### src/rtl/assert_macros.svh
// ----------------------------------------------------------------------------
// assertion macros
// clocked property checks used by the top-level rtl file
// ----------------------------------------------------------------------------
`ifndef ASSERT_MACROS_SVH
`define ASSERT_MACROS_SVH

// property must hold at every clock edge outside reset
`define ASSERT_ALWAYS(label, clk, rst_n, prop, msg) \
    label: assert property (@(posedge clk) disable iff (!rst_n) (prop)) \
        else $error(msg);

// condition must never be true at a clock edge outside reset
`define ASSERT_NEVER(label, clk, rst_n, cond, msg) \
    label: assert property (@(posedge clk) disable iff (!rst_n) !(cond)) \
        else $error(msg);

`endif

### src/rtl/crc64rd_pkg.sv
// ----------------------------------------------------------------------------
// crc64rd_pkg
// word types, op codes, constants and the byte-wise crc table
// ----------------------------------------------------------------------------
`default_nettype none

package crc64rd_pkg;

    localparam logic [2:0] OP_BYTE  = 3'd0;
    localparam logic [2:0] OP_ELEM  = 3'd1;
    localparam logic [2:0] OP_NULL  = 3'd2;
    localparam logic [2:0] OP_ROW   = 3'd3;
    localparam logic [2:0] OP_CLEAR = 3'd4;

    localparam logic [63:0] CRC_POLY     = 64'h42F0_E1EB_A9EA_3693;
    localparam logic [63:0] CRC_ALL_ONES = 64'hFFFF_FFFF_FFFF_FFFF;
    localparam logic [63:0] MIX_P        = 64'd3860031;
    localparam logic [11:0] MIX_Q        = 12'd2779;
    localparam logic [1:0]  MIX_R        = 2'd2;
    localparam logic [7:0]  TAG_SEP      = 8'hFF;
    localparam logic [7:0]  TAG_NULL     = 8'hFE;

    typedef struct packed {
        logic [2:0] op;
        logic [7:0] data_byte;
    } in_word_t;

    typedef struct packed {
        logic [63:0] digest;
        logic        has_data;
    } out_word_t;

    typedef enum logic [2:0] {
        K_FEED,
        K_NULL,
        K_ROW,
        K_CLEAR,
        K_NOP
    } kind_t;

    typedef struct packed {
        kind_t      kind;
        logic [7:0] feed_byte;
    } cmd_t;

    typedef logic [63:0] crc_table_t [256];

    function automatic crc_table_t crc_build_table();
        crc_table_t  t;
        logic [63:0] r;
        for (int i = 0; i < 256; i++)
        begin
            r = 64'(i) << 56;
            for (int b = 0; b < 8; b++)
            begin
                if (r[63])
                begin
                    r = (r << 1) ^ CRC_POLY;
                end
                else
                begin
                    r = r << 1;
                end
            end
            t[i] = r;
        end
        return t;
    endfunction

    localparam crc_table_t CRC_TABLE = crc_build_table();

    function automatic logic [63:0] crc_update(input logic [63:0] crc,
                                               input logic [7:0] b);
        logic [7:0] idx;
        idx = crc[63:56] ^ b;
        return {crc[55:0], 8'h00} ^ CRC_TABLE[idx];
    endfunction

endpackage

`default_nettype wire

### src/rtl/crc64rd_fifo.sv
// ----------------------------------------------------------------------------
// crc64rd_fifo
// small register queue with the head word always on the read port
// ----------------------------------------------------------------------------
`default_nettype none

module crc64rd_fifo #(
    parameter int WIDTH = 8,
    parameter int DEPTH = 4
) (
    input  wire logic             clk,
    input  wire logic             rst_n,
    input  wire logic             wr_en,
    input  wire logic [WIDTH-1:0] wr_data,
    output logic                  full,
    input  wire logic             rd_en,
    output logic      [WIDTH-1:0] rd_data,
    output logic                  empty
);

    localparam int PTR_W = $clog2(DEPTH);
    localparam int CNT_W = $clog2(DEPTH + 1);

    logic [WIDTH-1:0] mem [DEPTH];
    logic [PTR_W-1:0] wr_ptr_reg;
    logic [PTR_W-1:0] rd_ptr_reg;
    logic [CNT_W-1:0] count_reg;
    logic             do_wr;
    logic             do_rd;

    assign full    = (count_reg == CNT_W'(DEPTH));
    assign empty   = (count_reg == '0);
    assign do_wr   = wr_en && !full;
    assign do_rd   = rd_en && !empty;
    assign rd_data = mem[rd_ptr_reg];

    always_ff @(posedge clk or negedge rst_n)
    begin
        if (!rst_n)
        begin
            wr_ptr_reg <= '0;
            rd_ptr_reg <= '0;
            count_reg  <= '0;
        end
        else
        begin
            if (do_wr)
            begin
                wr_ptr_reg <= (wr_ptr_reg == PTR_W'(DEPTH - 1)) ? '0 : wr_ptr_reg + 1'b1;
            end
            if (do_rd)
            begin
                rd_ptr_reg <= (rd_ptr_reg == PTR_W'(DEPTH - 1)) ? '0 : rd_ptr_reg + 1'b1;
            end
            if (do_wr && !do_rd)
            begin
                count_reg <= count_reg + 1'b1;
            end
            else if (do_rd && !do_wr)
            begin
                count_reg <= count_reg - 1'b1;
            end
        end
    end

    always_ff @(posedge clk)
    begin
        if (do_wr)
        begin
            mem[wr_ptr_reg] <= wr_data;
        end
    end

endmodule

`default_nettype wire

### src/rtl/crc64rd_front.sv
// ----------------------------------------------------------------------------
// crc64rd_front
// accepts input words, decodes the op and queues commands for the back end
// ----------------------------------------------------------------------------
`default_nettype none

module crc64rd_front
    import crc64rd_pkg::*;
#(
    parameter int DEPTH = 4
) (
    input  wire logic     clk,
    input  wire logic     rst_n,
    input  wire logic     push,
    input  wire in_word_t request,
    output logic          full,
    output logic          cmd_valid,
    output cmd_t          cmd,
    input  wire logic     cmd_pop
);

    cmd_t                    cmd_in;
    logic                    q_empty;
    logic [$bits(cmd_t)-1:0] q_rd_data;

    always_comb
    begin
        cmd_in.feed_byte = request.data_byte;
        case (request.op)
            OP_BYTE:
            begin
                cmd_in.kind = K_FEED;
            end
            OP_ELEM:
            begin
                cmd_in.kind      = K_FEED;
                cmd_in.feed_byte = TAG_SEP;
            end
            OP_NULL:
            begin
                cmd_in.kind      = K_NULL;
                cmd_in.feed_byte = TAG_NULL;
            end
            OP_ROW:
            begin
                cmd_in.kind = K_ROW;
            end
            OP_CLEAR:
            begin
                cmd_in.kind = K_CLEAR;
            end
            default:
            begin
                cmd_in.kind = K_NOP;
            end
        endcase
    end

    crc64rd_fifo #(
        .WIDTH ($bits(cmd_t)),
        .DEPTH (DEPTH)
    ) u_cmd_q (
        .clk     (clk),
        .rst_n   (rst_n),
        .wr_en   (push),
        .wr_data (cmd_in),
        .full    (full),
        .rd_en   (cmd_pop),
        .rd_data (q_rd_data),
        .empty   (q_empty)
    );

    assign cmd_valid = !q_empty;
    assign cmd       = cmd_t'(q_rd_data);

endmodule

`default_nettype wire

### config.mk
export PLATFORM = sky130hd
export DESIGN_NAME = crc64rd_front
export DESIGN_NICKNAME = d
export VERILOG_FILES = /design/src/rtl/assert_macros.svh /design/src/rtl/crc64rd_pkg.sv /design/src/rtl/crc64rd_fifo.sv /design/src/rtl/crc64rd_front.sv
export SDC_FILE = /design/constraint.sdc
export NUM_CORES = 1
export LEC_CHECK = 0
export BUFFER_PORTS_ARGS = -buffer_cell sky130_fd_sc_hd__buf_2
export CORE_MARGIN = 8
export CORE_UTILIZATION = 56
export DETAILED_ROUTE_END_ITERATION = 6
export GPL_TIMING_DRIVEN = 0
export PLACE_DENSITY = 0.75
export SYNTH_ARGS = -nofsm -noshare
export SYNTH_HDL_FRONTEND = slang
export SYNTH_SLANG_ARGS = --single-unit
### constraint.sdc
create_clock -name clk -period 2.7 [get_ports clk]
set_clock_uncertainty 0.1 [all_clocks]
set_input_delay 0.81 -clock clk [delete_from_list [all_inputs] [get_ports clk]]
set_output_delay 0.81 -clock clk [all_outputs]
set_load 0.01 [all_outputs]
**Word level (Yosys, flattened, before mapping)**

Memory sizes are Yosys's and may differ from the RTL's.
Cells that the tools add are included.

- Bits in registers: 7
- Bits in writable memories: 44
- Input bits: 15
- Output and inout port bits: 13
- Logic and storage cells: 35
- Memories kept: 1

Memory list:

| memory | words | bits a word | rd ports | clocked after memory_dff | write ports | RTL line | text |
|---|---|---|---|---|---|---|---|
| u_cmd_q.mem | 4 | 11 | 1 | 0 | 1 | crc64rd_fifo.sv:24 | `logic [WIDTH-1:0] mem [DEPTH];` |

- Add/sub/neg operators: 4
- Equal/unequal tests: 7
- Multiplexer cells: 8
- Reductions and logical operators: 12

Operators with widths:

| kind | count |
|---|---|
| 8-bit case mux with 2 select lines | 1 |
| 3-bit case mux with 4 select lines | 1 |
| 3-bit by 2-bit equality test with 1-bit output, second input constant | 2 |
| 3-bit equality test, second input constant | 2 |
| 3-bit zero test | 2 |
| 3-bit two-way mux | 2 |
| 2-bit by 1-bit adder with 2-bit output, second input constant | 2 |
| 2-bit equality test, second input constant | 2 |
| 1-bit logical AND | 4 |
| 1-bit zero test | 4 |
| 2-bit two-way mux | 2 |
| 3-bit by 1-bit adder with 3-bit output, second input constant | 1 |
| 3-bit by 1-bit equality test with 1-bit output, second input constant | 1 |
| 3-bit by 1-bit subtractor with 3-bit output, second input constant | 1 |
| 1-bit two-way mux | 2 |
| 2-bit nonzero test | 1 |
| 2-bit OR reduction | 1 |

**Longest topological paths before layout**

- Word-level depth: 7
- Gate-level depth with buffers: 9
- Depth with buffers taken out: 8

**Hierarchy**

From an unflattened synthesis, not the netlist that was laid out.

- Cells, all modules: 111
- Area, all modules: 2200.9 µm²

By module, submodules not included:

| module | times used | cells an instance | area each (µm²) | sequential area each (µm²) |
|---|---|---|---|---|
| crc64rd_fifo | 1 | 94 | 2078.2 | 1496.4 |
| crc64rd_front | 1 | 17 | 122.6 | 0.0 |

**Worst setup path before layout**

No wires, ideal clock.

- Kind: input to register
- From: input port push
- To: register u_cmd_q.count_reg[1]
- Library setup time: 0.125 ns
- Arrival time: 1.970 ns
- Required time: 2.475 ns
- Slack: 0.505 ns
- Stages: 6
- Buffers on the path: 1
- Cell sequence: nor2b_2 buf_6 ha_1 inv_1 fa_1 mux2_2

- Cells in the longest elaborated chain, start to end: 4
- Elaborated cells on any way between the ends: 6
- Classes of those cells: mux (1); reduce/logical (5)

Ends and longest elaborated chain:

| element | RTL line | text |
|---|---|---|
| from (decl) | crc64rd_front.sv:14 | `input wire logic push,` |
| 1-bit logical AND (*) | crc64rd_fifo.sv:33 | `assign do_wr = wr_en && !full;` |
| net u_cmd_q.do_wr | crc64rd_fifo.sv:28 | `logic do_wr;` |
| 1-bit zero test | crc64rd_fifo.sv:59 | `else if (do_rd && !do_wr)` |
| 1-bit logical AND | crc64rd_fifo.sv:59 |  |
| 2-bit nonzero test (no line) | n/a |  |
| to (signal assigned) | crc64rd_fifo.sv:57 | `count_reg <= count_reg + 1'b1;` |
| to (signal assigned) | crc64rd_fifo.sv:61 | `count_reg <= count_reg - 1'b1;` |
| to (decl) | crc64rd_fifo.sv:27 | `logic [CNT_W-1:0] count_reg;` |

The timed path passes the listed nets; every way through them passes the cells marked *.
A chain may end at the register's enable or synchronous reset.

==> results.yml <==
outcome:
  status: "finished, final reports clean"
cells_and_area:
  area_growth_pct: 13.0
  final_area_um2: 2470
  nNetsFinal: 168
  antenna_cells: 0
  n_fill_cell: 269
  drive_gt1_frac: 0.395
  largest_reg_flops: 44
worst_setup_path:
  cp.arrival_ns: 1.71
  worstPathMaxFanout: 10
  crit_path_top_delay_cell: "mux4_1"
  startpoint_type: "flop"
  crit_chain: "buf_6 > mux4_1 > buf_2"
  crit_type: "reg -> out"
  cpPeakStageDelay_ns: 0.55
  worstSetupEndpointType: "output port"
  worstPathRequired_ns: 1.79
placed_design:
  dpl_cell_area_um2: 2380
  io_buffer_count: 27
  finalWeightedCongestion: 0.708
  place_hpwl_um: 2620
  pre_cts_ws_ns: 0.298
timing:
  finalSetupTns_ns: 0
  tightest_slew_ns: 0.645
  slew-limit-headroom: 0.570
  rsz0062_at_grt: "no"
  fmaxAchievable_mhz: 382
  slew_violations: 0
  holdWs_ns: 0.224
  fin_ws_ns: 0.0839
  setup_viol: 0
  post-route-min-period_ns: 2.62
  min_period_over_period: 0.969
  finalHoldViolations: 0
clock_network:
  clkTransAtPathRegs_ns: 0.10
  cts_tree: "done"
  cts-htree-levels: 2
  ctsHoldBuffers: 0
  clock_latency_ns: 0.29
  cts_resized: 0
  cts_buffers: 5
  cts_buffer_depth: 2
  postCtsSetupRepairBufs: 0
  cts_sinks: 51
  cts_root_buf: "clkbuf_8"
pwr:
  power.density_nw_per_um2: 999
  p_leak_uw: 0.000931
  p_clk_frac: 0.170
  pwr-share-seq: 0.477
  finalPower_uw: 2470
  p_sw_uw: 774
  p_comb_frac: 0.353
  internal_power_uw: 1690
  swShare: 0.314
  vdd_ir_drop_max_uv: 584
floorplanning:
  start_util: 0.588
  fp-row-count: 22
  die_h_um: 78.5
  ios: 28
  die_w_um: 78.5
  core_um2: 3720
  die-area_um2: 6160
synthesis:
  syn-cell-area_um2: 2180
  synth.mux.area_fraction: 0.158
  synth_ff_type: "edfxtp_1"
  synth_top_area_share: 0.605
  synth_area_per_cell_um2: 19.5
  synth_fp_nets: 134
  synth_seq_cells: 51
  synth-simple-area-share: 0.0722
  yosysWarningCount: 0
  synth_fa_ha_area_frac: 0.0435
  ys_seq_area_frac: 0.685
  synth_xor_area_frac: 0.0160
  synth_commonest_cells: "edfxtp_1 (44), dfrtp_1 (7), or2_2 (7)"
  synth_top_cell_by_area: "edfxtp_1"
  syn_inst: 112
  async_flop_share: 0.137
  synth_compound_area_frac: 0.00802
  ys_types: 26
  netlist_top_cells_area: "edfxtp_1 (60%), dfrtp_1 (8.0%), mux4_1 (7.2%)"
  synth_most_common_cell: "edfxtp_1"
  synth_top_family_by_area: "multiplexers"
  synth_edf_count: 44
global_route:
  first_global_vias: 1172
  grt_max_degree: 17
  grt_usage: 0.125
  grt.overflow.total: 0
  antenna_found_initial: 0
  grt_pass1_wl_um: 5950
hold_path:
  hold_path.class: "in -> async"
detailed_routing:
  wl_per_cell_um: 18.8
  vias: 1075
  drt-pass1-iter-count: 4
  drt_wl_total_um: 3670
  via_per_inst: 5.51
  ant_nets: 0
  initialDrtViolationCount: 46
  drc: 0
job:
  cap_viol_max_count: 0
## power by group through the flow
stage | logic, uW | clock network (uW) | registers [uW]
6_report | 871 | 418 | 1180
5_1_grt | 951 | 445 | 1200
4_1_cts | 896 | 419 | 1180
3_5_place_dp | 892 | 0 | 1200
3_3_place_gp | 851 | 0 | 1180
2_1_floorplan | 623 | 0 | 1160
## cells by family after synthesis
kind of cell / count (synthesis)
multiplexers: 17
AND/OR/NAND/NOR: 24
adder cells (fa/ha/maj): 7
XOR/XNOR: 4
flip-flops: 51
AO/OA/AOI/OAI: 3
buffers and inverters: 6
## metal layers
metal  GRT usage  share of wire
met2       0.224           0.53
met1       0.145           0.42
met5           0              0
met4      0.0333         0.0063
met3      0.0330          0.048
## worst paths after layout
check	cells past startpoint	slack, ns	start	endpoint
worst max-delay path	3	0.08	u_cmd_q.rd_ptr_reg[0]	cmd[4]
worst min-delay path	1	0.22	rst_n	u_cmd_q.count_reg[1]
worst max register to register	8	0.51	u_cmd_q.count_reg[1]	u_cmd_q.count_reg[2]
worst min register to register	1	0.41	u_cmd_q.count_reg[2]	u_cmd_q.count_reg[2]
max in group asynchronous	1	2.11	rst_n	u_cmd_q.rd_ptr_reg[0]
min in group clk	1	0.41	u_cmd_q.count_reg[2]	u_cmd_q.count_reg[2]
## placed cells by master, fill, tap and decap left out, drive strengths merged, types with 3 or more instances in the layout
cell type | synthesis | routed
mux4 | 11 | 11
ha | 6 | 6
and2 | 4 | 4
buf | 3 | 30
edfxtp | 44 | 44
or2 | 7 | 7
dfrtp | 7 | 7
mux2 | 5 | 5
nand2 | 3 | 3
clkbuf | 0 | 5
nor2 | 5 | 5
inv | 3 | 3
## worst max-delay path, delay by kind of cell (launching register included)
family / cells / cell delay, ns
buffers and inverters: 2 / 0.37
flip-flops: 1 / 0.50
multiplexers: 1 / 0.55
## per-stage QoR
stage / util / instances
floorplan: - / 112
global placement: 0.640 / 187
detailed placement: 0.640 / 187
CTS: 0.664 / 195
global route: 0.664 / 195
finish: 0.664 / 195
## cell type report
| type | count | area, um2 | share of cell area |
|---|---|---|---|
| clock inverter | 3 | 20.0 | 0.00811 |
| inverter | 3 | 11.3 | 0.00456 |
| multi-input combinational | 55 | 649 | 0.263 |
| sequential | 51 | 1500 | 0.606 |
| clock buffer | 5 | 68.8 | 0.0279 |
| buffer | 3 | 27.5 | 0.0112 |
| timing repair buffer | 27 | 135 | 0.0547 |
| tap | 48 | 60.1 | 0.0243 |
(Power assumes the default switching activity.)
