$ cat src/rtl/assert_macros.svh
// ----------------------------------------------------------------------------
// assertion macros
// clocked property checks used by the top-level rtl file
// ----------------------------------------------------------------------------
`ifndef ASSERT_MACROS_SVH
`define ASSERT_MACROS_SVH

// property must hold at every clock edge outside reset
`define ASSERT_ALWAYS(label, clk, rst_n, prop, msg) \
    label: assert property (@(posedge clk) disable iff (!rst_n) (prop)) \
        else $error(msg);

// condition must never be true at a clock edge outside reset
`define ASSERT_NEVER(label, clk, rst_n, cond, msg) \
    label: assert property (@(posedge clk) disable iff (!rst_n) !(cond)) \
        else $error(msg);

`endif

$ cat src/rtl/crc64rd_fifo.sv
// ----------------------------------------------------------------------------
// crc64rd_fifo
// small register queue with the head word always on the read port
// ----------------------------------------------------------------------------
`default_nettype none

module crc64rd_fifo #(
    parameter int WIDTH = 8,
    parameter int DEPTH = 4
) (
    input  wire logic             clk,
    input  wire logic             rst_n,
    input  wire logic             wr_en,
    input  wire logic [WIDTH-1:0] wr_data,
    output logic                  full,
    input  wire logic             rd_en,
    output logic      [WIDTH-1:0] rd_data,
    output logic                  empty
);

    localparam int PTR_W = $clog2(DEPTH);
    localparam int CNT_W = $clog2(DEPTH + 1);

    logic [WIDTH-1:0] mem [DEPTH];
    logic [PTR_W-1:0] wr_ptr_reg;
    logic [PTR_W-1:0] rd_ptr_reg;
    logic [CNT_W-1:0] count_reg;
    logic             do_wr;
    logic             do_rd;

    assign full    = (count_reg == CNT_W'(DEPTH));
    assign empty   = (count_reg == '0);
    assign do_wr   = wr_en && !full;
    assign do_rd   = rd_en && !empty;
    assign rd_data = mem[rd_ptr_reg];

    always_ff @(posedge clk or negedge rst_n)
    begin
        if (!rst_n)
        begin
            wr_ptr_reg <= '0;
            rd_ptr_reg <= '0;
            count_reg  <= '0;
        end
        else
        begin
            if (do_wr)
            begin
                wr_ptr_reg <= (wr_ptr_reg == PTR_W'(DEPTH - 1)) ? '0 : wr_ptr_reg + 1'b1;
            end
            if (do_rd)
            begin
                rd_ptr_reg <= (rd_ptr_reg == PTR_W'(DEPTH - 1)) ? '0 : rd_ptr_reg + 1'b1;
            end
            if (do_wr && !do_rd)
            begin
                count_reg <= count_reg + 1'b1;
            end
            else if (do_rd && !do_wr)
            begin
                count_reg <= count_reg - 1'b1;
            end
        end
    end

    always_ff @(posedge clk)
    begin
        if (do_wr)
        begin
            mem[wr_ptr_reg] <= wr_data;
        end
    end

endmodule

`default_nettype wire

$ cat config.mk
export PLATFORM = sky130hd
export DESIGN_NAME = crc64rd_fifo
export DESIGN_NICKNAME = d
export VERILOG_FILES = /design/src/rtl/assert_macros.svh /design/src/rtl/crc64rd_fifo.sv
export SDC_FILE = /design/constraint.sdc
export NUM_CORES = 1
export LEC_CHECK = 0
export ABC_AREA = 1
export BUFFER_PORTS_ARGS = -buffer_cell sky130_fd_sc_hd__buf_4
export CAP_MARGIN = 15
export CORE_ASPECT_RATIO = 1.75
export CORE_MARGIN = 2
export CORE_UTILIZATION = 50
export DETAILED_ROUTE_END_ITERATION = 7
export PLACE_DENSITY = 0.76
export SYNTH_ARGS = -nofsm -noshare
export SYNTH_HDL_FRONTEND = slang
export SYNTH_SLANG_ARGS = --single-unit
export TNS_END_PERCENT = 5
$ cat constraint.sdc
create_clock -name clk -period 2.6 [get_ports clk]
set_clock_uncertainty 0.15 [all_clocks]
set_input_delay 0.13 -clock clk [delete_from_list [all_inputs] [get_ports clk]]
set_output_delay 0.13 -clock clk [all_outputs]
set_load 0.03 [all_outputs]
* Yosys cells after proc, flatten, opt, wreduce, memory -nomap -nowiden
Memories as Yosys holds them, arrays and structs flattened.
Index checks and enable logic that the tools add are counted.
** Operators by class
- $add $sub $neg :: 4
- Eq/ne operators :: 3
- Multiplexer cells :: 6
- Reductions and logical operators :: 10
** Operators with widths (count)
- 3-bit two-way mux :: 2
- 2-bit by 1-bit adder with 2-bit output (second input constant) :: 2
- 2-bit == test (second input constant) :: 2
- 1-bit logical AND :: 4
- 1-bit logical NOT :: 4
- 2-bit two-way mux :: 2
- 3-bit by 1-bit adder with 3-bit output (second input constant) :: 1
- 3-bit == test (second input constant) :: 1
- 3-bit logical NOT :: 1
- 3-bit by 1-bit subtractor with 3-bit output (second input constant) :: 1
- 1-bit two-way mux :: 2
- 2-bit nonzero test :: 1
** Word-level totals
- Bits in registers :: 7
- RAM bits :: 32
- Bits of input ports :: 12
- Output and inout bits :: 10
- Word-level logic and storage cells :: 27
- Memories kept :: 1
** Memory list
- mem :: depth 4, width 8, rd ports 1, clocked after memory_dff 0, wr ports 1, line crc64rd_fifo.sv:24 : logic [WIDTH-1:0] mem [DEPTH];

* Logic depth before layout (Yosys ltp)
Gate-level depths: netlist of run 1.
- Depth in word-level cells :: 7
- Depth in mapped cells :: 12
- Gate-level depth less buffers :: 12

* Worst setup path before layout of run 1
Ideal clock, no wire load.
- Path type :: register -> register
- Start point :: register count_reg[0]
- End point :: register count_reg[1]
- Library setup time :: 126 ps
- Arrival time :: 1567 ps
- Data required time :: 2324 ps
- Path slack :: 757 ps
- Stages on the path, launching flop included :: 10
- Buffers on the path :: 0
- Period minus slack after synthesis :: 1843 ps
- Path through :: dfrtp_1 > inv_2 > nand3_1 > nand2_2 > inv_1 > ha_1 > inv_1 > fa_1 > nand2_1 > o21ai_0
** Between the ends
- Longest elaborated chain between the ends :: 6
** RTL lines
- from (decl) :: line crc64rd_fifo.sv:27 : logic [CNT_W-1:0] count_reg;
- from (signal assigned) :: line crc64rd_fifo.sv:57 : count_reg <= count_reg + 1'b1;
- from (signal assigned) :: line crc64rd_fifo.sv:61 : count_reg <= count_reg - 1'b1;
- 3-bit == test (*) :: line crc64rd_fifo.sv:31 : assign full = (count_reg == CNT_W'(DEPTH));
- 1-bit logical NOT (*) :: line crc64rd_fifo.sv:33 : assign do_wr = wr_en && !full;
- 1-bit logical AND (*) :: line crc64rd_fifo.sv:33
- net do_wr :: line crc64rd_fifo.sv:28 : logic do_wr;
- 1-bit logical NOT :: line crc64rd_fifo.sv:59 : else if (do_rd && !do_wr)
- 1-bit logical AND :: line crc64rd_fifo.sv:59
- 2-bit nonzero test (no line)
The timed path passes the listed nets; every way through them passes the cells marked *. The select of a mux whose other input is x is not followed.
A chain may end at the register's enable or synchronous reset.

* Worst setup path after layout of run 1
Ends and elaborated chain as after synthesis.

==> results.txt, run 1 <==
Post-synth EDFFs: 32
RSZ-0062 raised after global routing: no
Fin. Hold Viols: 0
Mapped Cells: 154
Post-DP Area: 0.00195 mm²
Skew-Pair Late Insertion Delay: 0.29 ns
Ys async rst share: 17.9%
Power per Cell Area: 1120 mW/mm²
Status: finished, final reports clean
CP endpoint kind: register
Fin nets: 212
Vias: 1172
Area growth syn-to-layout: 22.5%
Post-synth top cells: nand2_1 (38), edfxtp_1 (32), inv_1 (31)
Finished Layout Cells: 239
Area of the die: 0.00403 mm²
Crit Path Max Fanout: 7
Starting Density: 52.3%
Pin count of the biggest net entering global routing: 25
CTS H-tree depth: 2
Data required time of the worst path: 2.61 ns
Core Area: 0.00336 mm²
Placed Cells: 220
Sink Count: 39
Slew @ Worst Pin: 0.439 ns
Clock buffer count from CTS: 5
Leak: 0.968 nW
Top-count cell post-synth: nand2_1
Layout cells sized above 1: 18.6%
Syn avg cell area: 11.4 µm²
Synth area leader: edfxtp_1
Worst min-delay path category: primary input to asynchronous set/reset pin
Final period util: 77.9%
Setup crit start: count_reg[0]$_DFFE_PN0P_
Post-Syn Area: 0.00176 mm²
Clock-pin slew on the worst setup and hold paths: 0.07 ns
Clk root buf: clkbuf_8
Critical path arrival: 2.04 ns
Setup TNS: 0 ns
R2r worst-path depth: 9
Top layer in use: met4
Synth unique cells: 16
Met3 WL: 118 µm
Crit path to: count_reg[1]$_DFFE_PN0P_
Pre-antenna DRT Iters: 4
Total congestion overflow: 0
Via density: 4.90
Tot Pwr: 2.41 mW
Slew headroom: 70.8%
Register area share after synthesis: 64.6%
Die Y: 82.5 µm
Worst R2R Setup Slack: 0.57 ns
Main synth FF type: edfxtp_1
Die width: 48.8 µm
Row count: 28
Worst vdd ir: 0.000697 V
R2r endpoint: count_reg[1]$_DFFE_PN0P_
Number of port buffers: 21
Initial antenna violation count: 0
CTS max path bufs: 2
Fmax: 0.494 GHz
Synth top area cells: edfxtp_1 (55%), dfrtp_1 (10%), nand2_1 (8.1%)
Drt wl/cell: 12.6 µm
DR DRC count: 0
Total wire length: 3.02 mm
CTS tree: done
Iter 0 DRT Violations: 37
Critical setup path kind: register to register
Setup violators final: 0
Slew Viols, Final: 0
Startpoint type of the worst setup path: register
Met1 WL: 1.11 mm
GRT Total Usage: 16.7%
Number of global-route vias before repair: 1100
Top Ports: 22
Post-CTS sizing: 0
Ys Warns: 0
Design area: 0.00216 mm²
Synth top area share: 54.6%
#FFs+latches synth: 39
RD Place Congestion: 0.757
Max capacitance violation total: 0
Routed Antenna Nets: 0
HPWL Detailed: 2.12 mm
Fillers: 283
Met2 WL post-DR: 1.63 mm
Largest register FFs: 32
Final Critical Period: 2.03 ns
Number of diodes: 0
First-pass GRT wire length: 4.72 mm
Net count after synthesis: 173
RR Startpoint: count_reg[0]$_DFFE_PN0P_
worst min-delay path by stage:
stage                      from                   endpoint  slack [ns]  cells past startpoint
after floorplan           rst_n   count_reg[0]$_DFFE_PN0P_       -0.32                      0
after global placement    rst_n  wr_ptr_reg[0]$_DFFE_PN0P_       -0.21                      1
after detailed placement  rst_n  wr_ptr_reg[0]$_DFFE_PN0P_       -0.20                      1
after CTS                 rst_n   count_reg[2]$_DFFE_PN0P_        0.03                      2
after global routing      rst_n   count_reg[2]$_DFFE_PN0P_        0.06                      2
final                     rst_n   count_reg[2]$_DFFE_PN0P_        0.06                      2
critical path, stage by stage (launching register included):
cell and delay (ns):
dfrtp_1 0.44, inv_2 0.08, nand3_1 0.14, nand2_2 0.16, inv_1 0.06, ha_1 0.21, inv_1 0.09, fa_1 0.42
nand2_1 0.07, o21ai_0 0.09
final cells by class:
cell class	instances	area, µm²	area share, %
timing repair buffer	37	305	14.2
tap	45	56.3	2.61
inverter	32	120	5.57
clock buffer	7	86.3	4.00
multi-input combinational	78	447	20.7
sequential	39	1140	52.7
clock inverter	1	5.00	0.232
per-stage QoR:
stage          worst slack, ns  util (%)  hold slack, ns
3_3_place_gp             0.679      58.1          -0.206
2_1_floorplan            0.757         -          -0.316
6_report                 0.574      64.1          0.0550
5_1_grt                  0.422      64.1          0.0593
3_5_place_dp             0.562      58.1          -0.200
4_1_cts                  0.555      64.1          0.0282
routing by layer:
metal	vias to the layer above	global-route usage, %
li1	583	-
met5	-	0
met4	0	15.1
met3	13	4.14
met2	30	29.9
met1	546	15.7
cells by family (layout without fill, tap and decap cells):
| kind of cell | after synthesis | after routing | synth area share (%) |
|---|---|---|---|
| compound gates | 17 | 17 | 7.40 |
| buf+inv | 37 | 77 | 10.0 |
| simple gates | 53 | 53 | 12.1 |
| flops | 39 | 39 | 64.6 |
| xor+xnor | 1 | 1 | 0.498 |
| fa+ha+maj | 7 | 7 | 5.41 |
what timing repair did:
item                                   CTS  global route
setup buffers                            0             0
endpoints found under the hold margin   43             0
hold buffers                            11             0
cell usage in the layout, fill, tap and decap left out:
cell and count:
fa_1 1, o211ai_1 15, nand2_1 38, edfxtp_1 32
nand2_2 1, nand4_1 1, ha_1 6, inv_1 31
xnor2_1 1, clkbuf_8 6, clkinv_2 1, o211ai_2 1
dlygate4sd3_1 11, buf_4 26, nor2_1 6, dfrtp_1 7
nand3_1 7, o21ai_0 1, inv_2 1, clkbuf_1 1
power by group:
| part | internal (mW) | switching [mW] |
|---|---|---|
| sequential | 0.839 | 0.114 |
| combinational | 0.392 | 0.657 |
| clock | 0.214 | 0.194 |
| total | 1.44 | 0.965 |
Power figures use the tool's default switching activity.
==> inputs of run 2 (changes only) <==
- ABC_AREA: 1 -> 0
- PLACE_DENSITY: 0.76 -> 0.8
- clock period: 2.6 -> 1.75 ns (I/O delays scaled with it)
==> run 2 against run 1 <==
Effect of this change:
- the run now ends with negative setup slack left
- clock power grew 110%
- total power up 73%
- sequential cell count is the same
- critical path type unchanged
- largest cell class unchanged
==> results.txt, run 2 <==
Setup violators final: 3 (+3)
CTS max path bufs: 2 (unchanged)
GRT busiest layer: met2
Main synth FF type: edfxtp_1
Most frequent cells in the layout: edfxtp_1 (32), buf_4 (28), dlygate4sd3_1 (10)
Number of global-route vias before repair: 912 (-17%)
Vias: 854 (-27%)
Clk root buf: clkbuf_8
HPWL Detailed: 1.78 mm (-16%)
CP endpoint kind: register
Fin. Hold Viols: 0 (unchanged)
Core Area: 0.00311 mm² (-7.6%)
Final period util: 112% (+34 points)
Slew @ Worst Pin: 0.402 ns (-0.0364 ns)
Routing usage on met1: 17.6% (+1.9 points)
Slew Viols, Final: 0 (unchanged)
R2r worst-path depth: 8 (-1)
#FFs+latches synth: 39 (unchanged)
Cell Int Power: 2.88 mW (+99%)
Pre-antenna DRT Iters: 3 (-1)
Skew-Pair Late Insertion Delay: 0.29 ns (about the same)
Critical setup path kind: register to register
Ys async rst share: 17.9% (unchanged)
Number of port buffers: 21 (unchanged)
GRT Total Usage: 16.6% (-0.16 points)
Area growth syn-to-layout: 43.3%
Slowest cell on the critical path: dfrtp_2
Synth top area cells: edfxtp_1 (59%), mux4_2 (11%), dfrtp_1 (11%)
Tot Pwr: 4.17 mW (+73%)
CTS tree: done
GR Layer Usage met3: 5.45% (+1.3 points)
Net count after synthesis: 98 (-43%)
Largest register FFs: 32 (unchanged)
Leak: 0.910 nW (-6.0%)
Clock power frac: 21.0% (+4.1 points)
Die Y: 79.3 µm (-3.9%)
Slew headroom: 73.2% (+2.4 points)
Flop pwr share: 34.3% (-5.3 points)
Total congestion overflow: 0 (unchanged)
Ys Warns: 0 (unchanged)
Synth area leader: edfxtp_1
Mapped Cells: 79 (-49%)
Critical path arrival: 2.03 ns (about the same)
Post-synth EDFFs: 32 (unchanged)
Total wire length: 2.61 mm (-14%)
Startpoint type of the worst setup path: register
Placed Cells: 154 (-30%)
Net Sw Frac: 31.0% (-9.0 points)
Fmax: 0.509 GHz (+3.1%)
Fillers: 202 (-29%)
Worst vdd ir: 0.00142 V (+100%)
Post-Syn Area: 0.00162 mm² (-8.0%)
Area of the die: 0.00372 mm² (-7.5%)
Synth unique cells: 19 (+3)
DR DRC count: 0 (unchanged)
Iter 0 DRT Violations: 36 (-2.7%)
Clock-pin slew on the worst setup and hold paths: 0.08 ns (about the same)
Data required time of the worst path: 1.82 ns (-0.79 ns)
RD Place Congestion: 0.676 (-11%)
Grt met2 use: 27.7% (-2.2 points)
Drt wl/cell: 14.6 µm (+16%)
Top-count cell post-synth: edfxtp_1
Pin count of the biggest net entering global routing: 14 (-44%)
Post-synth top cells: edfxtp_1 (32), mux4_2 (8), dfrtp_1 (7)
Worst min-delay path category: primary input to register
Initial antenna violation count: 0 (unchanged)
Failing checks: negative setup slack
CP max stage delay: 0.45 ns (about the same)
Row count: 27 (-3.6%)
Finished Layout Cells: 178 (-26%)
Routed Antenna Nets: 0 (unchanged)
Commonest non-fill, non-tap cell in the layout: edfxtp_1
Final Critical Period: 1.97 ns (-0.0607 ns)
Power per Cell Area: 1800 mW/mm² (+61%)
Via density: 4.80 (-2.2%)
Gate power share: 44.7% (+1.2 points)
CTS H-tree depth: 2 (unchanged)
Status: finished, violations left
Max capacitance violation total: 0 (unchanged)
First-pass GRT wire length: 4.11 mm (-13%)
Sink Count: 39 (unchanged)
Top Ports: 22 (unchanged)
Register area share after synthesis: 70.2% (+5.6 points)
Layout cells sized above 1: 53.3% (+35 points)
Fin nets: 153 (-28%)
Psw: 1.29 mW (+34%)
Syn avg cell area: 20.5 µm² (+79%)
Starting Density: 52.1% (-0.25 points)
Setup WS post-layout: -0.215 ns (-0.789 ns)
Synth top area share: 59.4% (+4.8 points)
Crit path cell chain: nor3_4 -> nand2b_4 -> ha_4 -> inv_2 -> fa_2 -> xor2_2 -> nor2_1 -> xor2_1
Hold depth: 4
Die width: 47 µm (-3.8%)
RSZ-0062 raised after global routing: yes
Number of diodes: 0 (unchanged)
Crit Path Max Fanout: 3 (-4)
Hold WS: 0.0653 ns (+0.0102 ns)
Clock buffer count from CTS: 5 (unchanged)
## run 2: worst max-delay path, delay by kind of cell, from the launching register on
| kind | cells | cell delay [ns] |
|---|---|---|
| xor gates and xnor gates | 2 | 0.30 |
| adders and majority gates | 2 | 0.48 |
| buffers and inverters | 1 | 0.03 |
| DFF | 1 | 0.45 |
| and+or+nand+nor | 3 | 0.48 |
## run 2: repair_timing
action | CTS | global route
cloned | 0 | 0
endpoints found under the hold margin | 39 | 0
hold buffers | 10 | 0
resized for setup | 4 | 7
buffers inserted | 2 | 4
setup endpoints to repair | 5 | 14
pin swaps | 2 | 4
## run 2: power groups by stage
| stage | Combinational [mW] | Clock (mW) | Sequential (mW) |
|---|---|---|---|
| 5_1_grt | 2.00 | 0.924 | 1.46 |
| 6_report | 1.86 | 0.875 | 1.43 |
| 4_1_cts | 1.76 | 0.887 | 1.44 |
| 2_1_floorplan | 1.07 | 0 | 1.40 |
| 3_5_place_dp | 1.66 | 0 | 1.46 |
| 3_3_place_gp | 1.62 | 0 | 1.44 |
## run 2: metrics by stage
step	area (µm²)	TNS, ns	setup slack (ns)	util (%)
floorplan	1650	-0.840	-0.435	-
global placement	2000	-0.287	-0.175	64.2
detailed placement	2000	-0.379	-0.204	64.2
CTS	2260	-0.397	-0.210	72.7
global route	2320	-0.960	-0.308	74.6
finish	2320	-0.432	-0.215	74.6
## run 2: routing by layer
metal | part of all wire [%] | wire length [µm] | up-vias
met5 | 0 | 0 | -
met2 | 56 | 1460 | 17
met3 | 3.1 | 80 | 7
met1 | 39 | 1010 | 423
met4 | 2.2 | 57 | 0
li1 | - | - | 407
## run 2: cell type report
class | instances | area [µm²] | share of cell area, %
clock buffer | 5 | 68.8 | 2.97
multi-input combinational | 35 | 498 | 21.5
sequential | 39 | 1140 | 49.1
tap | 43 | 53.8 | 2.32
inverter | 3 | 11.3 | 0.486
timing repair buffer | 50 | 480 | 20.7
clock inverter | 3 | 67.6 | 2.91
## run 2: logic make-up after synthesis
kind of cell	Yosys count	share of synthesized area [%]
xor gates and xnor gates	3	1.62
DFF	39	70.2
buffers and inverters	5	1.24
adders and majority gates	7	5.88
and+or+nand+nor	12	5.49
muxes	13	15.5
## run 2: final timing paths
check / startpoint / endpoint / slack [ns]
max: count_reg[1]$_DFFE_PN0P_ / count_reg[2]$_DFFE_PN0P_ / -0.22
min: rd_en / count_reg[0]$_DFFE_PN0P_ / 0.07
max reg2reg: count_reg[1]$_DFFE_PN0P_ / count_reg[2]$_DFFE_PN0P_ / -0.22
min reg2reg: wr_ptr_reg[1]$_DFFE_PN0P_ / wr_ptr_reg[1]$_DFFE_PN0P_ / 0.47
max in group asynchronous: rst_n / count_reg[1]$_DFFE_PN0P_ / 0.56
min in group asynchronous: rst_n / count_reg[0]$_DFFE_PN0P_ / 0.61
==> inputs of run 3 (changes only) <==
- HOLD_SLACK_MARGIN: unset -> 0.08
==> run 3 against run 2 <==
Effect of this change:
- the flow still finishes with violations (negative setup slack)
- clock-buffer cell count stayed put
- global-route usage hardly changed
- routed wire length decreased by 1.6%
- maximum frequency rose by 0.11%
- via count up 0.35%
- combinational power is essentially flat
- total power hardly changed
- sequential power barely moved
- non-clock buffer count is 1 higher
- register-to-register slack about the same
- largest power group unchanged
==> results.txt, run 3 (synthesis gave the netlist of run 2 again) <==
Power per Cell Area: 1790 mW/mm² (-0.51%)
Worst min-delay path category: primary input to register
Number of diodes: 0 (unchanged)
Routed Antenna Nets: 0 (unchanged)
Fin nets: 154 (+0.65%)
RSZ-0062 raised after global routing: yes
CP max stage delay: 0.45 ns (about the same)
Fmax: 0.509 GHz (+0.11%)
Iter 0 DRT Violations: 33 (-8.3%)
RD Place Congestion: 0.676 (unchanged)
Clock-pin slew on the worst setup and hold paths: 0.07 ns (about the same)
Number of port buffers: 21 (unchanged)
Crit Path Max Fanout: 3 (unchanged)
Most frequent cells in the layout: edfxtp_1 (32), buf_4 (28), dlygate4sd3_1 (11)
Failing checks: negative setup slack
Total wire length: 2.56 mm (-1.6%)
CTS max path bufs: 2 (unchanged)
Leak: 0.914 nW (+0.46%)
Slew Viols, Final: 0 (unchanged)
Area growth syn-to-layout: 43.9%
Setup TNS: -0.429 ns (+0.00333 ns)
Fillers: 200 (-0.99%)
Worst vdd ir: 0.00142 V (about the same)
Row count: 27 (unchanged)
Slew headroom: 73.2% (about the same)
Core Area: 0.00311 mm² (unchanged)
Via density: 4.79 (-0.21%)
Die Y: 79.3 µm (unchanged)
First-pass GRT wire length: 4.12 mm (+0.17%)
Number of global-route vias before repair: 912 (unchanged)
Pre-antenna DRT Iters: 3 (unchanged)
Drt wl/cell: 14.3 µm (-2.1%)
Setup violators final: 3 (unchanged)
Starting Density: 52.1% (unchanged)
Layout cells sized above 1: 52.9% (-0.39 points)
Critical setup path kind: register to register
Max capacitance violation total: 0 (unchanged)
DR DRC count: 0 (unchanged)
Sink Count: 39 (unchanged)
Total congestion overflow: 0 (unchanged)
Largest register FFs: 32 (unchanged)
Die width: 47 µm (unchanged)
Slowest cell on the critical path: dfrtp_2
Fin. Hold Viols: 0 (unchanged)
Critical path arrival: 2.03 ns (about the same)
Crit path cell chain: nor3_4 -> nand2b_4 -> ha_4 -> inv_2 -> fa_2 -> xor2_2 -> nor2_1 -> xor2_1
Status: finished, violations left
Clock buffer count from CTS: 5 (unchanged)
Setup WS post-layout: -0.213 ns (+0.00213 ns)
Vias: 857 (+0.35%)
Dpl ws: -0.204 ns (unchanged)
Initial antenna violation count: 0 (unchanged)
Startpoint type of the worst setup path: register
Commonest non-fill, non-tap cell in the layout: edfxtp_1
Clk root buf: clkbuf_8
Skew-Pair Late Insertion Delay: 0.29 ns (about the same)
Top Ports: 22 (unchanged)
HPWL Detailed: 1.78 mm (unchanged)
Area of the die: 0.00372 mm² (unchanged)
GRT Total Usage: 16.6% (+0.045 points)
Data required time of the worst path: 1.82 ns (about the same)
CP endpoint kind: register
Final Critical Period: 1.96 ns (-0.00213 ns)
CTS H-tree depth: 2 (unchanged)
Pin count of the biggest net entering global routing: 14 (unchanged)
Final period util: 112% (-0.12 points)
Slew @ Worst Pin: 0.402 ns (-0.000514 ns)
CTS tree: done
run 3: changes by cell type in the layout (fill, tap and decap cells not counted), sizes merged:
cell / before / now
dlygate4sd3: 10 / 11
run 3: stage by stage:
step	cells	power, mW	hold slack (ns)	utilization [%]	cell area (µm²)
final	179	4.17	0.139	74.9	2330
after global placement	154	3.06	-0.247	64.2	2000
after detailed placement	154	3.12	-0.245	64.2	2000
after CTS	175	4.09	0.143	73.0	2270
after floorplan	79	2.47	-0.358	-	1650
after global routing	179	4.39	0.169	74.9	2330
run 3: worst max-delay path, delay by kind of cell (launching register included):
kind,cells,cell delay (ns)
and+or+nand+nor,3,0.48
xor gates and xnor gates,2,0.30
adders and majority gates,2,0.48
buffers and inverters,1,0.03
DFF,1,0.45
run 3: worst paths after layout:
check / from / to / slack, ns / cells after the start
worst max-delay path: count_reg[1]$_DFFE_PN0P_ / count_reg[2]$_DFFE_PN0P_ / -0.21 / 8
worst min-delay path: wr_en / count_reg[0]$_DFFE_PN0P_ / 0.14 / 4
worst max register to register: count_reg[1]$_DFFE_PN0P_ / count_reg[2]$_DFFE_PN0P_ / -0.21 / 8
worst min register to register: wr_ptr_reg[1]$_DFFE_PN0P_ / wr_ptr_reg[1]$_DFFE_PN0P_ / 0.47 / 1
max in group asynchronous: rst_n / count_reg[1]$_DFFE_PN0P_ / 0.57 / 3
min in group asynchronous: rst_n / count_reg[0]$_DFFE_PN0P_ / 0.61 / 3
run 3: report_power, final:
part           internal, mW  switching, mW
logic                  1.05          0.814
clock network         0.568          0.307
registers              1.26          0.170
total                  2.88           1.29
run 3: per-layer routing:
layer | up-vias | track usage [%] | share of wire, %
met3 | 7 | 5.45 | 3.1
met1 | 424 | 17.8 | 39
met5 | - | 0 | 0
li1 | 409 | - | -
met2 | 17 | 27.7 | 55
met4 | 0 | 8.33 | 2.2
run 3: cell type report:
type	instances	area, µm²	share of cell area (%)
clock inverters	3	67.6	2.90
flip-flops and latches	39	1140	48.9
inverters	3	11.3	0.484
multi-input cells	35	498	21.4
well taps	43	53.8	2.31
clock buffers	5	68.8	2.96
repair buffers	51	490	21.1
run 3: repair_timing:
action | 4_1_cts | 5_1_grt
pin swaps | 2 | 4
endpoints found under the setup margin | 5 | 14
buffers inserted | 2 | 4
endpoints found under the hold margin | 40 | 0
hold buffers | 11 | 0
resized for setup | 4 | 7
